--- config.mk ---
export PLATFORM = sky130hd
export DESIGN_NAME = energy_gated_speech_segmenter_flat
export DESIGN_NICKNAME = d
export VERILOG_FILES = /design/src/hw/rtl/egss_pkg.sv /design/src/hw/rtl/egss_if.sv /design/src/hw/rtl/energy_gated_speech_segmenter.sv /design/src/flat_wrapper.sv
export SDC_FILE = /design/constraint.sdc
export NUM_CORES = 2
export LEC_CHECK = 0
export ABC_AREA = 1
export BUFFER_PORTS_ARGS = -buffer_cell sky130_fd_sc_hd__buf_2
export CORE_MARGIN = 3
export CORE_UTILIZATION = 50
export CTS_CLUSTER_DIAMETER = 100
export DETAILED_ROUTE_END_ITERATION = 10
export GPL_TIMING_DRIVEN = 0
export PLACE_DENSITY = 0.73
export RECOVER_POWER = 100
export SETUP_SLACK_MARGIN = 0.02
export SYNTH_ARGS = -nofsm -noshare
export SYNTH_HDL_FRONTEND = slang
export SYNTH_SLANG_ARGS = --single-unit
--- constraint.sdc ---
create_clock -name clk -period 17.1 [get_ports clk]
set_clock_uncertainty 0.1 [all_clocks]
set_input_delay 3.42 -clock clk [delete_from_list [all_inputs] [get_ports clk]]
set_output_delay 3.42 -clock clk [all_outputs]
set_load 0.02 [all_outputs]
--- src/hw/rtl/egss_pkg.sv ---
// Shared widths, register codes, reset values and result type of the speech segmenter.
package egss_pkg;

	localparam int SAMPLE_W   = 16;
	localparam int SQ_W       = 2 * SAMPLE_W;
	localparam int SUM_W      = 39;
	localparam int THR_W      = 31;
	localparam int MS_W       = 16;
	localparam int TIME_W     = 17;
	localparam int LEN_W      = 21;
	localparam int CNT_W      = 16;
	localparam int CFG_IDX_W  = 3;
	localparam int CFG_DATA_W = 31;

	localparam int DEF_MAX_FRAME_SAMPLES = 256;

	localparam int RATE_HZ        = 16000;
	localparam int MS_PER_S       = 1000;
	localparam int SAMPLES_PER_MS = RATE_HZ / MS_PER_S;
	localparam int MS_SHIFT       = $clog2(SAMPLES_PER_MS);

	localparam logic [THR_W-1:0] RST_THRESHOLD_SQ  = THR_W'(122500);
	localparam logic [MS_W-1:0]  RST_SPEECH_START  = MS_W'(100);
	localparam logic [MS_W-1:0]  RST_SILENCE_LIMIT = MS_W'(700);
	localparam logic [MS_W-1:0]  RST_MIN_SPEECH    = MS_W'(1500);
	localparam logic [MS_W-1:0]  RST_MAX_SEGMENT   = MS_W'(5000);
	localparam logic [CNT_W-1:0] RST_MAX_EVENTS    = CNT_W'(0);

	typedef enum logic [CFG_IDX_W-1:0] {
		CFG_THRESHOLD_SQ  = 3'd0,
		CFG_SPEECH_START  = 3'd1,
		CFG_SILENCE_LIMIT = 3'd2,
		CFG_MIN_SPEECH    = 3'd3,
		CFG_MAX_SEGMENT   = 3'd4,
		CFG_MAX_EVENTS    = 3'd5
	} cfg_idx_t;

	typedef struct packed {
		logic             frame_done;
		logic             frame_speech;
		logic             collecting_now;
		logic             segment_end;
		logic             segment_accepted;
		logic [LEN_W-1:0] segment_samples;
		logic             finished;
	} res_t;

endpackage

--- src/hw/rtl/egss_if.sv ---
// Stream interfaces of the speech segmenter: samples in, results out, register writes.
interface egss_in_if import egss_pkg::*; ();
	logic                       valid;
	logic                       ready;
	logic signed [SAMPLE_W-1:0] sample;
	logic                       frame_last;

	modport source (output valid, output sample, output frame_last, input ready);
	modport sink   (input valid, input sample, input frame_last, output ready);
endinterface

interface egss_out_if import egss_pkg::*; ();
	logic             valid;
	logic             ready;
	logic             frame_done;
	logic             frame_speech;
	logic             collecting_now;
	logic             segment_end;
	logic             segment_accepted;
	logic [LEN_W-1:0] segment_samples;
	logic             finished;

	modport source (output valid, output frame_done, output frame_speech,
		output collecting_now, output segment_end, output segment_accepted,
		output segment_samples, output finished, input ready);
	modport sink   (input valid, input frame_done, input frame_speech,
		input collecting_now, input segment_end, input segment_accepted,
		input segment_samples, input finished, output ready);
endinterface

interface egss_cfg_if import egss_pkg::*; ();
	logic                  valid;
	logic                  ready;
	logic [CFG_IDX_W-1:0]  index;
	logic [CFG_DATA_W-1:0] data;

	modport source (output valid, output index, output data, input ready);
	modport sink   (input valid, input index, input data, output ready);
endinterface

--- src/hw/rtl/energy_gated_speech_segmenter.sv ---
// Energy-gated speech segmenter: frame energy gate and segment tracker, top level.
//
//  channel  | dir | payload                                          | request means
//  ---------+-----+--------------------------------------------------+---------------------------
//  samples  | in  | sample[15:0] signed, frame_last                  | one audio sample
//  results  | out | frame_done, frame_speech, collecting_now,        | one result per sample
//           |     | segment_end, segment_accepted, segment_samples,  |
//           |     | finished                                         |
//  cfg      | in  | index[2:0], data[30:0]                           | one register write
//
//  Flow: one request per clock while results.ready keeps the pipe moving; a sample's result
//    is valid once it has passed four register stages: input reg, square/threshold multiply,
//    energy add+compare, segment update into the output reg.
//  Reset: arst_n clears all control state and loads register defaults; no clearing pass.
//  Stalls: each stage advances into a free or draining slot, so bubbles collapse and new
//    samples are taken while a finished result waits on results.ready; four in flight max.
//  cfg is always ready; a write is registered at the edge where cfg.valid is high.
module energy_gated_speech_segmenter import egss_pkg::*; #(
	parameter int MAX_FRAME_SAMPLES = DEF_MAX_FRAME_SAMPLES
) (
	input  logic       clk,
	input  logic       arst_n,
	egss_in_if.sink    samples,
	egss_out_if.source results,
	egss_cfg_if.sink   cfg
);

	// n needs to hold MAX_FRAME_SAMPLES itself; the running count stops one short of it
	localparam int N_W    = $clog2(MAX_FRAME_SAMPLES + 1);
	localparam int FCNT_W = $clog2(MAX_FRAME_SAMPLES);
	localparam int THRN_W = THR_W + N_W;
	localparam int CMP_W  = (SUM_W > THRN_W) ? SUM_W : THRN_W;
	localparam int FMS_W  = N_W - MS_SHIFT;

	// ---------------- configuration registers ----------------
	logic [THR_W-1:0] thr_q;
	logic [MS_W-1:0]  start_ms_q;
	logic [MS_W-1:0]  silence_ms_q;
	logic [MS_W-1:0]  min_ms_q;
	logic [MS_W-1:0]  max_seg_ms_q;
	logic [CNT_W-1:0] max_events_q;

	assign cfg.ready = 1'b1;

	always_ff @(posedge clk or negedge arst_n) begin
		if (!arst_n) begin
			thr_q        <= RST_THRESHOLD_SQ;
			start_ms_q   <= RST_SPEECH_START;
			silence_ms_q <= RST_SILENCE_LIMIT;
			min_ms_q     <= RST_MIN_SPEECH;
			max_seg_ms_q <= RST_MAX_SEGMENT;
			max_events_q <= RST_MAX_EVENTS;
		end else if (cfg.valid) begin
			// indexes past the list fall through to default and are dropped
			unique case (cfg_idx_t'(cfg.index))
				CFG_THRESHOLD_SQ:  thr_q        <= cfg.data[THR_W-1:0];
				CFG_SPEECH_START:  start_ms_q   <= cfg.data[MS_W-1:0];
				CFG_SILENCE_LIMIT: silence_ms_q <= cfg.data[MS_W-1:0];
				CFG_MIN_SPEECH:    min_ms_q     <= cfg.data[MS_W-1:0];
				CFG_MAX_SEGMENT:   max_seg_ms_q <= cfg.data[MS_W-1:0];
				CFG_MAX_EVENTS:    max_events_q <= cfg.data[CNT_W-1:0];
				default: ;
			endcase
		end
	end

	// ---------------- stage enables ----------------
	// A slot loads when it is empty or its occupant moves on this edge.
	logic v_s1, v_s2, v_s3, vo_q;
	logic en1, en2, en3, en_o;

	assign en_o = !vo_q || results.ready;
	assign en3  = !v_s3 || en_o;
	assign en2  = !v_s2 || en3;
	assign en1  = !v_s1 || en2;

	assign samples.ready = en1;

	always_ff @(posedge clk or negedge arst_n) begin
		if (!arst_n) begin
			v_s1 <= 1'b0;
			v_s2 <= 1'b0;
			v_s3 <= 1'b0;
			vo_q <= 1'b0;
		end else begin
			if (en1)  v_s1 <= samples.valid;
			if (en2)  v_s2 <= v_s1;
			if (en3)  v_s3 <= v_s2;
			if (en_o) vo_q <= v_s3;
		end
	end

	// ---------------- stage 1: input register, square, threshold * n ----------------
	logic [SAMPLE_W-1:0] raw_s1;
	logic                last_s1;

	always_ff @(posedge clk) begin
		if (en1 && samples.valid) begin
			raw_s1  <= samples.sample;
			last_s1 <= samples.frame_last;
		end
	end

	logic [FCNT_W-1:0]   fcnt_q;
	logic [N_W-1:0]      n_s1;
	logic                close_s1;
	logic [SAMPLE_W-1:0] mag_s1;
	logic [SQ_W-1:0]     sq_s1;
	logic [THRN_W-1:0]   thrn_s1;

	always_comb begin
		n_s1     = N_W'(fcnt_q) + N_W'(1);
		// overlong frame closes itself
		close_s1 = last_s1 || (n_s1 >= N_W'(MAX_FRAME_SAMPLES));
		// two's complement magnitude; -32768 maps to 0x8000
		mag_s1   = raw_s1[SAMPLE_W-1] ? (SAMPLE_W'(0) - raw_s1) : raw_s1;
		sq_s1    = SQ_W'(mag_s1) * SQ_W'(mag_s1);
		thrn_s1  = THRN_W'(thr_q) * THRN_W'(n_s1);
	end

	always_ff @(posedge clk or negedge arst_n) begin
		if (!arst_n) begin
			fcnt_q <= '0;
		end else if (v_s1 && en2) begin
			fcnt_q <= close_s1 ? '0 : FCNT_W'(n_s1);
		end
	end

	logic [SQ_W-1:0]   sq_s2;
	logic [THRN_W-1:0] thrn_s2;
	logic [N_W-1:0]    n_s2;
	logic              close_s2;

	always_ff @(posedge clk) begin
		if (en2 && v_s1) begin
			sq_s2    <= sq_s1;
			thrn_s2  <= thrn_s1;
			n_s2     <= n_s1;
			close_s2 <= close_s1;
		end
	end

	// ---------------- stage 2: energy accumulate and gate ----------------
	logic [SUM_W-1:0] psum_q;
	logic [SUM_W-1:0] psum_s2;
	logic             speech_s2;

	always_comb begin
		psum_s2   = psum_q + SUM_W'(sq_s2);
		speech_s2 = CMP_W'(psum_s2) >= CMP_W'(thrn_s2);
	end

	always_ff @(posedge clk or negedge arst_n) begin
		if (!arst_n) begin
			psum_q <= '0;
		end else if (v_s2 && en3) begin
			psum_q <= close_s2 ? '0 : psum_s2;
		end
	end

	logic           speech_s3;
	logic           close_s3;
	logic [N_W-1:0] n_s3;

	always_ff @(posedge clk) begin
		if (en3 && v_s2) begin
			speech_s3 <= close_s2 && speech_s2;
			close_s3  <= close_s2;
			n_s3      <= n_s2;
		end
	end

	// ---------------- stage 3: segment tracker ----------------
	logic [TIME_W-1:0] speech_t_q;
	logic [TIME_W-1:0] silence_t_q;
	logic [LEN_W-1:0]  pend_q;
	logic [LEN_W-1:0]  seglen_q;
	logic              collecting_q;
	logic [CNT_W-1:0]  evt_q;
	logic              stopped_q;

	logic [TIME_W-1:0] speech_t_d;
	logic [TIME_W-1:0] silence_t_d;
	logic [LEN_W-1:0]  pend_d;
	logic [LEN_W-1:0]  seglen_d;
	logic              collecting_d;
	logic [CNT_W-1:0]  evt_d;
	logic              stopped_d;
	res_t              res_s3;

	always_comb begin
		logic [FMS_W-1:0]         fms;
		logic [TIME_W:0]          st_sum;
		logic [TIME_W-1:0]        st_sat;
		logic [TIME_W:0]          sil_sum;
		logic [TIME_W-1:0]        sil_sat;
		logic [LEN_W:0]           pend_sum;
		logic [LEN_W-1:0]         pend_sat;
		logic [LEN_W:0]           seg_sum;
		logic [LEN_W-1:0]         seg_sat;
		logic [LEN_W-MS_SHIFT-1:0] seg_ms;
		logic [CNT_W-1:0]         evt_inc;
		logic                     seg_close;

		speech_t_d   = speech_t_q;
		silence_t_d  = silence_t_q;
		pend_d       = pend_q;
		seglen_d     = seglen_q;
		collecting_d = collecting_q;
		evt_d        = evt_q;
		stopped_d    = stopped_q;

		// frame time in ms, never below one
		fms = n_s3[N_W-1:MS_SHIFT];
		if (fms == '0) fms = FMS_W'(1);

		st_sum   = {1'b0, speech_t_q} + (TIME_W+1)'(fms);
		st_sat   = st_sum[TIME_W] ? '1 : st_sum[TIME_W-1:0];
		sil_sum  = {1'b0, silence_t_q} + (TIME_W+1)'(fms);
		sil_sat  = sil_sum[TIME_W] ? '1 : sil_sum[TIME_W-1:0];
		pend_sum = {1'b0, pend_q} + (LEN_W+1)'(n_s3);
		pend_sat = pend_sum[LEN_W] ? '1 : pend_sum[LEN_W-1:0];
		seg_sum  = {1'b0, seglen_q} + (LEN_W+1)'(n_s3);
		seg_sat  = seg_sum[LEN_W] ? '1 : seg_sum[LEN_W-1:0];
		seg_ms   = seg_sat[LEN_W-1:MS_SHIFT];
		evt_inc  = (&evt_q) ? evt_q : evt_q + CNT_W'(1);
		seg_close = 1'b0;

		res_s3 = '0;

		if (stopped_q) begin
			// parked: input ignored, state held
			res_s3.finished = 1'b1;
		end else if (!close_s3) begin
			res_s3.collecting_now = collecting_q;
		end else begin
			if (!collecting_q) begin
				if (speech_s3) begin
					pend_d     = pend_sat;
					speech_t_d = st_sat;
					if (st_sat >= TIME_W'(start_ms_q)) begin
						// start frame is not checked for an end
						collecting_d = 1'b1;
						seglen_d     = pend_sat;
						pend_d       = '0;
						silence_t_d  = '0;
					end
				end else begin
					pend_d     = '0;
					speech_t_d = '0;
				end
			end else begin
				seglen_d    = seg_sat;
				silence_t_d = speech_s3 ? '0 : sil_sat;
				seg_close   = (silence_t_d >= TIME_W'(silence_ms_q)) ||
					(seg_ms >= (LEN_W-MS_SHIFT)'(max_seg_ms_q));
				if (seg_close) begin
					res_s3.segment_end     = 1'b1;
					res_s3.segment_samples = seg_sat;
					if (seg_ms >= (LEN_W-MS_SHIFT)'(min_ms_q)) begin
						res_s3.segment_accepted = 1'b1;
						evt_d = evt_inc;
						if ((max_events_q != '0) && (evt_inc >= max_events_q)) begin
							stopped_d = 1'b1;
						end
					end
					seglen_d     = '0;
					pend_d       = '0;
					speech_t_d   = '0;
					silence_t_d  = '0;
					collecting_d = 1'b0;
				end
			end
			res_s3.frame_done     = 1'b1;
			res_s3.frame_speech   = speech_s3;
			res_s3.collecting_now = collecting_d;
			res_s3.finished       = stopped_d;
		end
	end

	always_ff @(posedge clk or negedge arst_n) begin
		if (!arst_n) begin
			speech_t_q   <= '0;
			silence_t_q  <= '0;
			pend_q       <= '0;
			seglen_q     <= '0;
			collecting_q <= 1'b0;
			evt_q        <= '0;
			stopped_q    <= 1'b0;
		end else if (v_s3 && en_o) begin
			speech_t_q   <= speech_t_d;
			silence_t_q  <= silence_t_d;
			pend_q       <= pend_d;
			seglen_q     <= seglen_d;
			collecting_q <= collecting_d;
			evt_q        <= evt_d;
			stopped_q    <= stopped_d;
		end
	end

	// ---------------- output register ----------------
	res_t res_q;

	always_ff @(posedge clk) begin
		if (en_o && v_s3) begin
			res_q <= res_s3;
		end
	end

	assign results.valid            = vo_q;
	assign results.frame_done       = res_q.frame_done;
	assign results.frame_speech     = res_q.frame_speech;
	assign results.collecting_now   = res_q.collecting_now;
	assign results.segment_end      = res_q.segment_end;
	assign results.segment_accepted = res_q.segment_accepted;
	assign results.segment_samples  = res_q.segment_samples;
	assign results.finished         = res_q.finished;

	// ---------------- assertions ----------------
	a_pend_idle_while_collecting: assert property (@(posedge clk) disable iff (!arst_n)
		collecting_q |-> (pend_q == '0))
		else $error("pending length not cleared while collecting");

	a_idle_segment_clear: assert property (@(posedge clk) disable iff (!arst_n)
		!collecting_q |-> ((seglen_q == '0) && (silence_t_q == '0)))
		else $error("segment state left over outside a segment");

	a_stop_sticky: assert property (@(posedge clk) disable iff (!arst_n)
		stopped_q |=> stopped_q)
		else $error("stop released without reset");

	a_end_closes_collection: assert property (@(posedge clk) disable iff (!arst_n)
		(vo_q && res_q.segment_end) |-> !res_q.collecting_now)
		else $error("segment end reported while still collecting");

endmodule

--- src/flat_wrapper.sv ---
// flat-port wrapper written by rule: the top's interface ports become plain ports
module energy_gated_speech_segmenter_flat import egss_pkg::*;
#(
	parameter int MAX_FRAME_SAMPLES = DEF_MAX_FRAME_SAMPLES
)
  (clk, arst_n, samples_valid, samples_sample, samples_frame_last, samples_ready, results_valid, results_frame_done, results_frame_speech, results_collecting_now, results_segment_end, results_segment_accepted, results_segment_samples, results_finished, results_ready, cfg_valid, cfg_index, cfg_data, cfg_ready);
  egss_in_if samples_i ();
  egss_out_if results_i ();
  egss_cfg_if cfg_i ();
  input  logic clk;
  input  logic arst_n;
  input wire logic [$bits(samples_i.valid)-1:0] samples_valid;
  input wire logic [$bits(samples_i.sample)-1:0] samples_sample;
  input wire logic [$bits(samples_i.frame_last)-1:0] samples_frame_last;
  output wire logic [$bits(samples_i.ready)-1:0] samples_ready;
  output wire logic [$bits(results_i.valid)-1:0] results_valid;
  output wire logic [$bits(results_i.frame_done)-1:0] results_frame_done;
  output wire logic [$bits(results_i.frame_speech)-1:0] results_frame_speech;
  output wire logic [$bits(results_i.collecting_now)-1:0] results_collecting_now;
  output wire logic [$bits(results_i.segment_end)-1:0] results_segment_end;
  output wire logic [$bits(results_i.segment_accepted)-1:0] results_segment_accepted;
  output wire logic [$bits(results_i.segment_samples)-1:0] results_segment_samples;
  output wire logic [$bits(results_i.finished)-1:0] results_finished;
  input wire logic [$bits(results_i.ready)-1:0] results_ready;
  input wire logic [$bits(cfg_i.valid)-1:0] cfg_valid;
  input wire logic [$bits(cfg_i.index)-1:0] cfg_index;
  input wire logic [$bits(cfg_i.data)-1:0] cfg_data;
  output wire logic [$bits(cfg_i.ready)-1:0] cfg_ready;
  assign samples_i.valid = samples_valid;
  assign samples_i.sample = samples_sample;
  assign samples_i.frame_last = samples_frame_last;
  assign samples_ready = samples_i.ready;
  assign results_valid = results_i.valid;
  assign results_frame_done = results_i.frame_done;
  assign results_frame_speech = results_i.frame_speech;
  assign results_collecting_now = results_i.collecting_now;
  assign results_segment_end = results_i.segment_end;
  assign results_segment_accepted = results_i.segment_accepted;
  assign results_segment_samples = results_i.segment_samples;
  assign results_finished = results_i.finished;
  assign results_i.ready = results_ready;
  assign cfg_i.valid = cfg_valid;
  assign cfg_i.index = cfg_index;
  assign cfg_i.data = cfg_data;
  assign cfg_ready = cfg_i.ready;
  energy_gated_speech_segmenter #(.MAX_FRAME_SAMPLES(MAX_FRAME_SAMPLES)) u_core (.clk(clk), .arst_n(arst_n), .samples(samples_i), .results(results_i), .cfg(cfg_i));
endmodule
======== Yosys cells after proc, flatten, opt, wreduce, memory -nomap -nowiden ========
Cells that the tools add are included.
storage, ports and cells
  flip-flop bits (word level) ............. 393
  output and inout bits ................... 30
  word-level logic and storage cells ...... 137
cells by class
  add/subtract/negate cells ............... 8
  multipliers ............................. 2
  magnitude comparators ................... 7
  equality and inequality tests ........... 6
  mux-type cells .......................... 40
  bitwise gates (word level) .............. 4
  reduce and logical (&&, ||, !) cells .... 35
operators with widths
  kind                                                                 count
  21-bit two-way mux                                                   10
  17-bit two-way mux                                                   10
  17-bit by 16-bit greater-or-equal comparator with 1-bit output       4
  21-bit by 9-bit adder with 22-bit output                             2
  39-bit by 40-bit greater-or-equal comparator with 1-bit output       1
  31-bit by 9-bit multiplier with 40-bit output                        1
  39-bit by 32-bit adder with 39-bit output                            1
  39-bit two-way mux                                                   1
  17-bit by 5-bit adder with 18-bit output                             2
  16-bit by 16-bit multiplier with 32-bit output                       1
  16-bit two-way mux                                                   2
  23-bit two-way mux                                                   1
  16-bit by 1-bit adder with 16-bit output, second input constant      1
  16-bit greater-or-equal comparator                                   1
  16-bit AND reduction                                                 1
  16-bit nonzero test                                                  1
  1-bit by 16-bit subtractor with 16-bit output, first input constant  1
  2-bit AND reduction                                                  7
  1-bit two-way mux                                                    13
  8-bit by 1-bit adder with 9-bit output, second input constant        1
  9-bit greater-or-equal comparator, second input constant             1
  8-bit two-way mux                                                    1
  3-bit by 2-bit == test with 1-bit output, second input constant      2
  3-bit == test, second input constant                                 2
  other kinds (17)                                                     34

======== Depth between registers and ports, before layout ========
  word-level depth ........................ 11
  mapped depth ............................ 35
  mapped depth without buffers ............ 33

======== Worst setup path before layout ========
Ideal clock, no wire load.
  kind .................................... input -> output
  start point ............................. input results_ready
  end point ............................... output samples_ready
  data arrival time ....................... 4084 ps
  required time ........................... 13580 ps
  path slack .............................. 9496 ps
  stages .................................. 8
  cell sequence ........................... nor2_1 > inv_1 > nor2_1 > inv_1 > nor2_1 > inv_1 > nor2_1 > inv_1
on the way
  word-level cells in the longest chain between the ends .. 4
ends and longest elaborated chain
  element           line                                 text
  start, declared   flat_wrapper.sv:24                   input wire logic [$bits(results_i.ready)-1:0] results_ready;
  1-bit logical OR  energy_gated_speech_segmenter.sv:72  assign en_o = !vo_q || results.ready;
  1-bit logical OR  energy_gated_speech_segmenter.sv:73  assign en3 = !v_s3 || en_o;
  1-bit logical OR  energy_gated_speech_segmenter.sv:74  assign en2 = !v_s2 || en3;
  1-bit logical OR  energy_gated_speech_segmenter.sv:75  assign en1 = !v_s1 || en2;
  end, declared     flat_wrapper.sv:15                   output wire logic [$bits(samples_i.ready)-1:0] samples_ready;
Every way passes these cells.

==> impl_metrics.ini <==
[run_status]
status = finished with violations
violations = capacitance limit, slew limit

[synthesis]
synth.avg_cell_area_sq_um = 8.172
synth.distinct_cells = 64
yosysSeqAreaShare_pct = 27.25
synthCells = 4728
synthArstFlopShare_pct = 65.31
yosys.area.top_type = fa_1
yosys_warnings = 0
ys_seq_elements = 392
synth_ff_type = dfrtp_1
synthTopCellsByCount = nand2_1 (1008), inv_1 (918), nor2_1 (469)
synth_edf_count = 136
synth_area_leaders = fa_1 (19%), dfrtp_1 (15%), ha_1 (11%)
synth_top_area_share_pct = 19.33
synth_area_sq_um = 38640
yosys.cell_count.top_type = nand2_1

[critical_path]
worst-path-max-fanout = 112
cp_slowest_cell = clkbuf_1
critPathKind = primary input to async pin
endpoint_kind = async pin
crit_arrival_ns = 9.82
r2r_end = u_core.sq_s2[29]$_DFFE_PP_
crit_chain = clkbuf_1 -> clkbuf_1
required_ns = 16.10
cp-startpoint = arst_n
startpoint_type = primary input
cp-endpoint = u_core.psum_q[24]$_DFFE_PN0P_
cpLargestDelayFamily = buffers and inverters
r2r_start = u_core.raw_s1[0]$_DFFE_PP_
worst-path-buf-inv = 2
worst-r2r-cell-count = 27
rrSetupSlack_ns = 7.43
cpPeakStageDelay_ns = 4.58
crit_top_cell = clkbuf_1
cp_num_cells = 2

[layout]
fin_area_sq_um = 41870
final_cells = 5943
syn_to_final_growth_pct = 8.365
drive_above_1_share_pct = 4.905
fin_nets = 5643
diodes = 0
filler_cell_count = 7089

[clock_network]
numCtsBuffers = 47
clkTransAtPathRegs_ns = 0.06
clk_latency_ns = 0.62
numClockSinks = 392
cts_buffer_depth = 3
cts_hold_buf = 0
postCtsSetupBuffers = 0
ctsResizeCount = 0
htree_num_levels = 2
clockRootBuffer = clkbuf_16
tritoncts = yes

[placement]
place_inst = 5855
gp_congestion = 0.9510
io_buffers = 84
pre_cts_slack_ns = 7.806
dp_hpwl_microns = 78940
dpl_cell_area_sq_um = 40480

[sta]
finalHoldViolations = 0
setup_tns_ns = 0
rsz0062_at_grt = false
relSlewSlack_pct = -327.5
timing.final.crit_period_ns = 10.82
tightestPinTransition_ns = 6.412
fin_crit_sh_pct = 63.26
finalMaxSlewViolations = 392
setup_slack_ns = 6.282
setup_violations = 0
timing.fmax_mhz = 92.44

[drt]
wl_per_cell_microns = 16.63
vias_per_cell = 5.316
drtIter0Drc = 2309
vias = 31600
drtAntennaViolNets = 0
dr.pass1.iters = 5
drc = 0
wl_microns = 98840

[power]
peakVddDrop_uv = 369.7
p_leak_nw = 21.84
power_density_nw_per_um2 = 213.4

[die]
num_io_pins = 86
coreArea_sq_um = 76200
die_area_sq_um = 80640
die_x_microns = 284.0
die_h_microns = 284.0
rows = 101
initial_core_util_pct = 50.70

[global_routing]
gr-total-overflow = 0
grt_pass1_vias = 32010
grt_max_degree = 113
antenna_found_initial = 1
grt_usage_pct = 24.71
grt_pass1_wl_microns = 161900

[worst_hold_path]
hold_path.class = register to register

[run]
cap_violations = 6
through the flow:
step	total power, mW	hold WS [ns]	utilization (%)
floorplan	6.239	0.3003	-
CTS	8.937	0.3202	55.29
global placement	7.669	0.3010	52.99
global route	9.884	0.3275	54.94
detailed placement	7.801	0.3045	53.12
finish	8.934	0.3195	54.94
flip-flops by register name (all words and copies together) (netlist names), 8 cells and up:
| name | flops |
|---|---|
| u_core.seglen_q | 21 |
| u_core.fcnt_q | 8 |
| u_core.speech_t_q | 17 |
| u_core.n_s2 | 9 |
| u_core.psum_q | 39 |
| u_core.max_seg_ms_q | 16 |
| u_core.max_events_q | 16 |
| u_core.evt_q | 16 |
| u_core.results.segment_samples | 21 |
| u_core.pend_q | 21 |
| u_core.min_ms_q | 16 |
| u_core.silence_t_q | 17 |
| u_core.raw_s1 | 16 |
| u_core.thrn_s2 | 40 |
| u_core.thr_q | 31 |
| u_core.n_s3 | 9 |
| u_core.start_ms_q | 16 |
| u_core.sq_s2 | 31 |
| u_core.silence_ms_q | 16 |
metal layers:
| layer | vias to the layer above | routed length, microns | global-route usage [%] |
|---|---|---|---|
| li1 | 15150 | - | - |
| met1 | 15390 | 41840 | 32.50 |
| met2 | 882 | 48040 | 41.99 |
| met3 | 177 | 5793 | 3.518 |
| met4 | 0 | 3159 | 8.436 |
| met5 | - | 0 | 0 |
kinds of logic (layout without fill, tap and decap cells):
family / Yosys count / count (layout) / share of synthesized area [%]
DFF: 392 / 392 / 27.25
and+or+nand+nor: 1813 / 1813 / 19.54
AOI/OAI and AO/OA: 615 / 615 / 8.990
xor gates and xnor gates: 149 / 149 / 3.426
adders and majority gates: 713 / 713 / 30.34
other: 2 / 12 / 0.01944
buffers and inverters: 1044 / 1219 / 10.44
layout by cell type (no fill, tap or decap), types with 130 or more instances in the layout:
cell type,synthesis,routed
o21ai_0,236,268
a21oi_1,210,210
fa_1,373,373
dfrtp_1,226,226
nand3_1,149,152
edfxtp_1,136,136
nand2_1,1008,1009
ha_1,340,340
inv_1,918,921
clkbuf_1,68,130
nor2_1,469,470
power by group:
group / switching, mW / internal (mW) / total (mW)
clock network: 0.440 / 0.614 / 1.05
registers: 0.162 / 1.45 / 1.61
logic: 3.99 / 2.28 / 6.27
worst min path at each step:
stage                                        start                  endpoint  slack (ns)  cells past startpoint
after floorplan           u_core.n_s2[0]$_DFFE_PP_  u_core.n_s3[0]$_DFFE_PP_        0.30                      0
after global placement    u_core.n_s2[2]$_DFFE_PP_  u_core.n_s3[2]$_DFFE_PP_        0.30                      0
after detailed placement  u_core.n_s2[2]$_DFFE_PP_  u_core.n_s3[2]$_DFFE_PP_        0.30                      0
after CTS                 u_core.n_s2[2]$_DFFE_PP_  u_core.n_s3[2]$_DFFE_PP_        0.32                      0
after global routing      u_core.n_s2[2]$_DFFE_PP_  u_core.n_s3[2]$_DFFE_PP_        0.33                      0
final                     u_core.n_s2[2]$_DFFE_PP_  u_core.n_s3[2]$_DFFE_PP_        0.32                      0
cell type report:
cell class,instances,area (sq um),share of cell area [%]
clock inverters,25,334.1,0.7979
clock buffers,63,1319,3.150
multi-input cells,3302,24040,57.41
repair buffers,87,390.4,0.9324
flip-flops and latches,392,10530,25.14
plain buffers,111,467.9,1.118
well taps,1030,1289,3.078
inverters,933,3503,8.368
worst register-to-register path, stage by stage (launching register included):
cell and delay, ns:
edfxtp_1 0.49, inv_1 0.33, clkbuf_1 0.54, ha_1 0.27, inv_1 0.06, nor3_1 0.27
or2_2 0.18, xor2_1 0.74, clkinv_1 0.72, or2_2 0.54, fa_1 0.50, inv_1 0.08
fa_1 0.50, fa_1 0.52, fa_1 0.52, fa_1 0.55, inv_1 0.05, fa_1 0.52
inv_1 0.04, ha_1 0.34, nand2_1 0.14, nor4_1 0.55, o21ai_0 0.19, nand3_1 0.25
a31o_2 0.22, nand3_1 0.07, nand2_1 0.08, xor2_1 0.06
No activity file was read; power rests on OpenSTA's default activity.
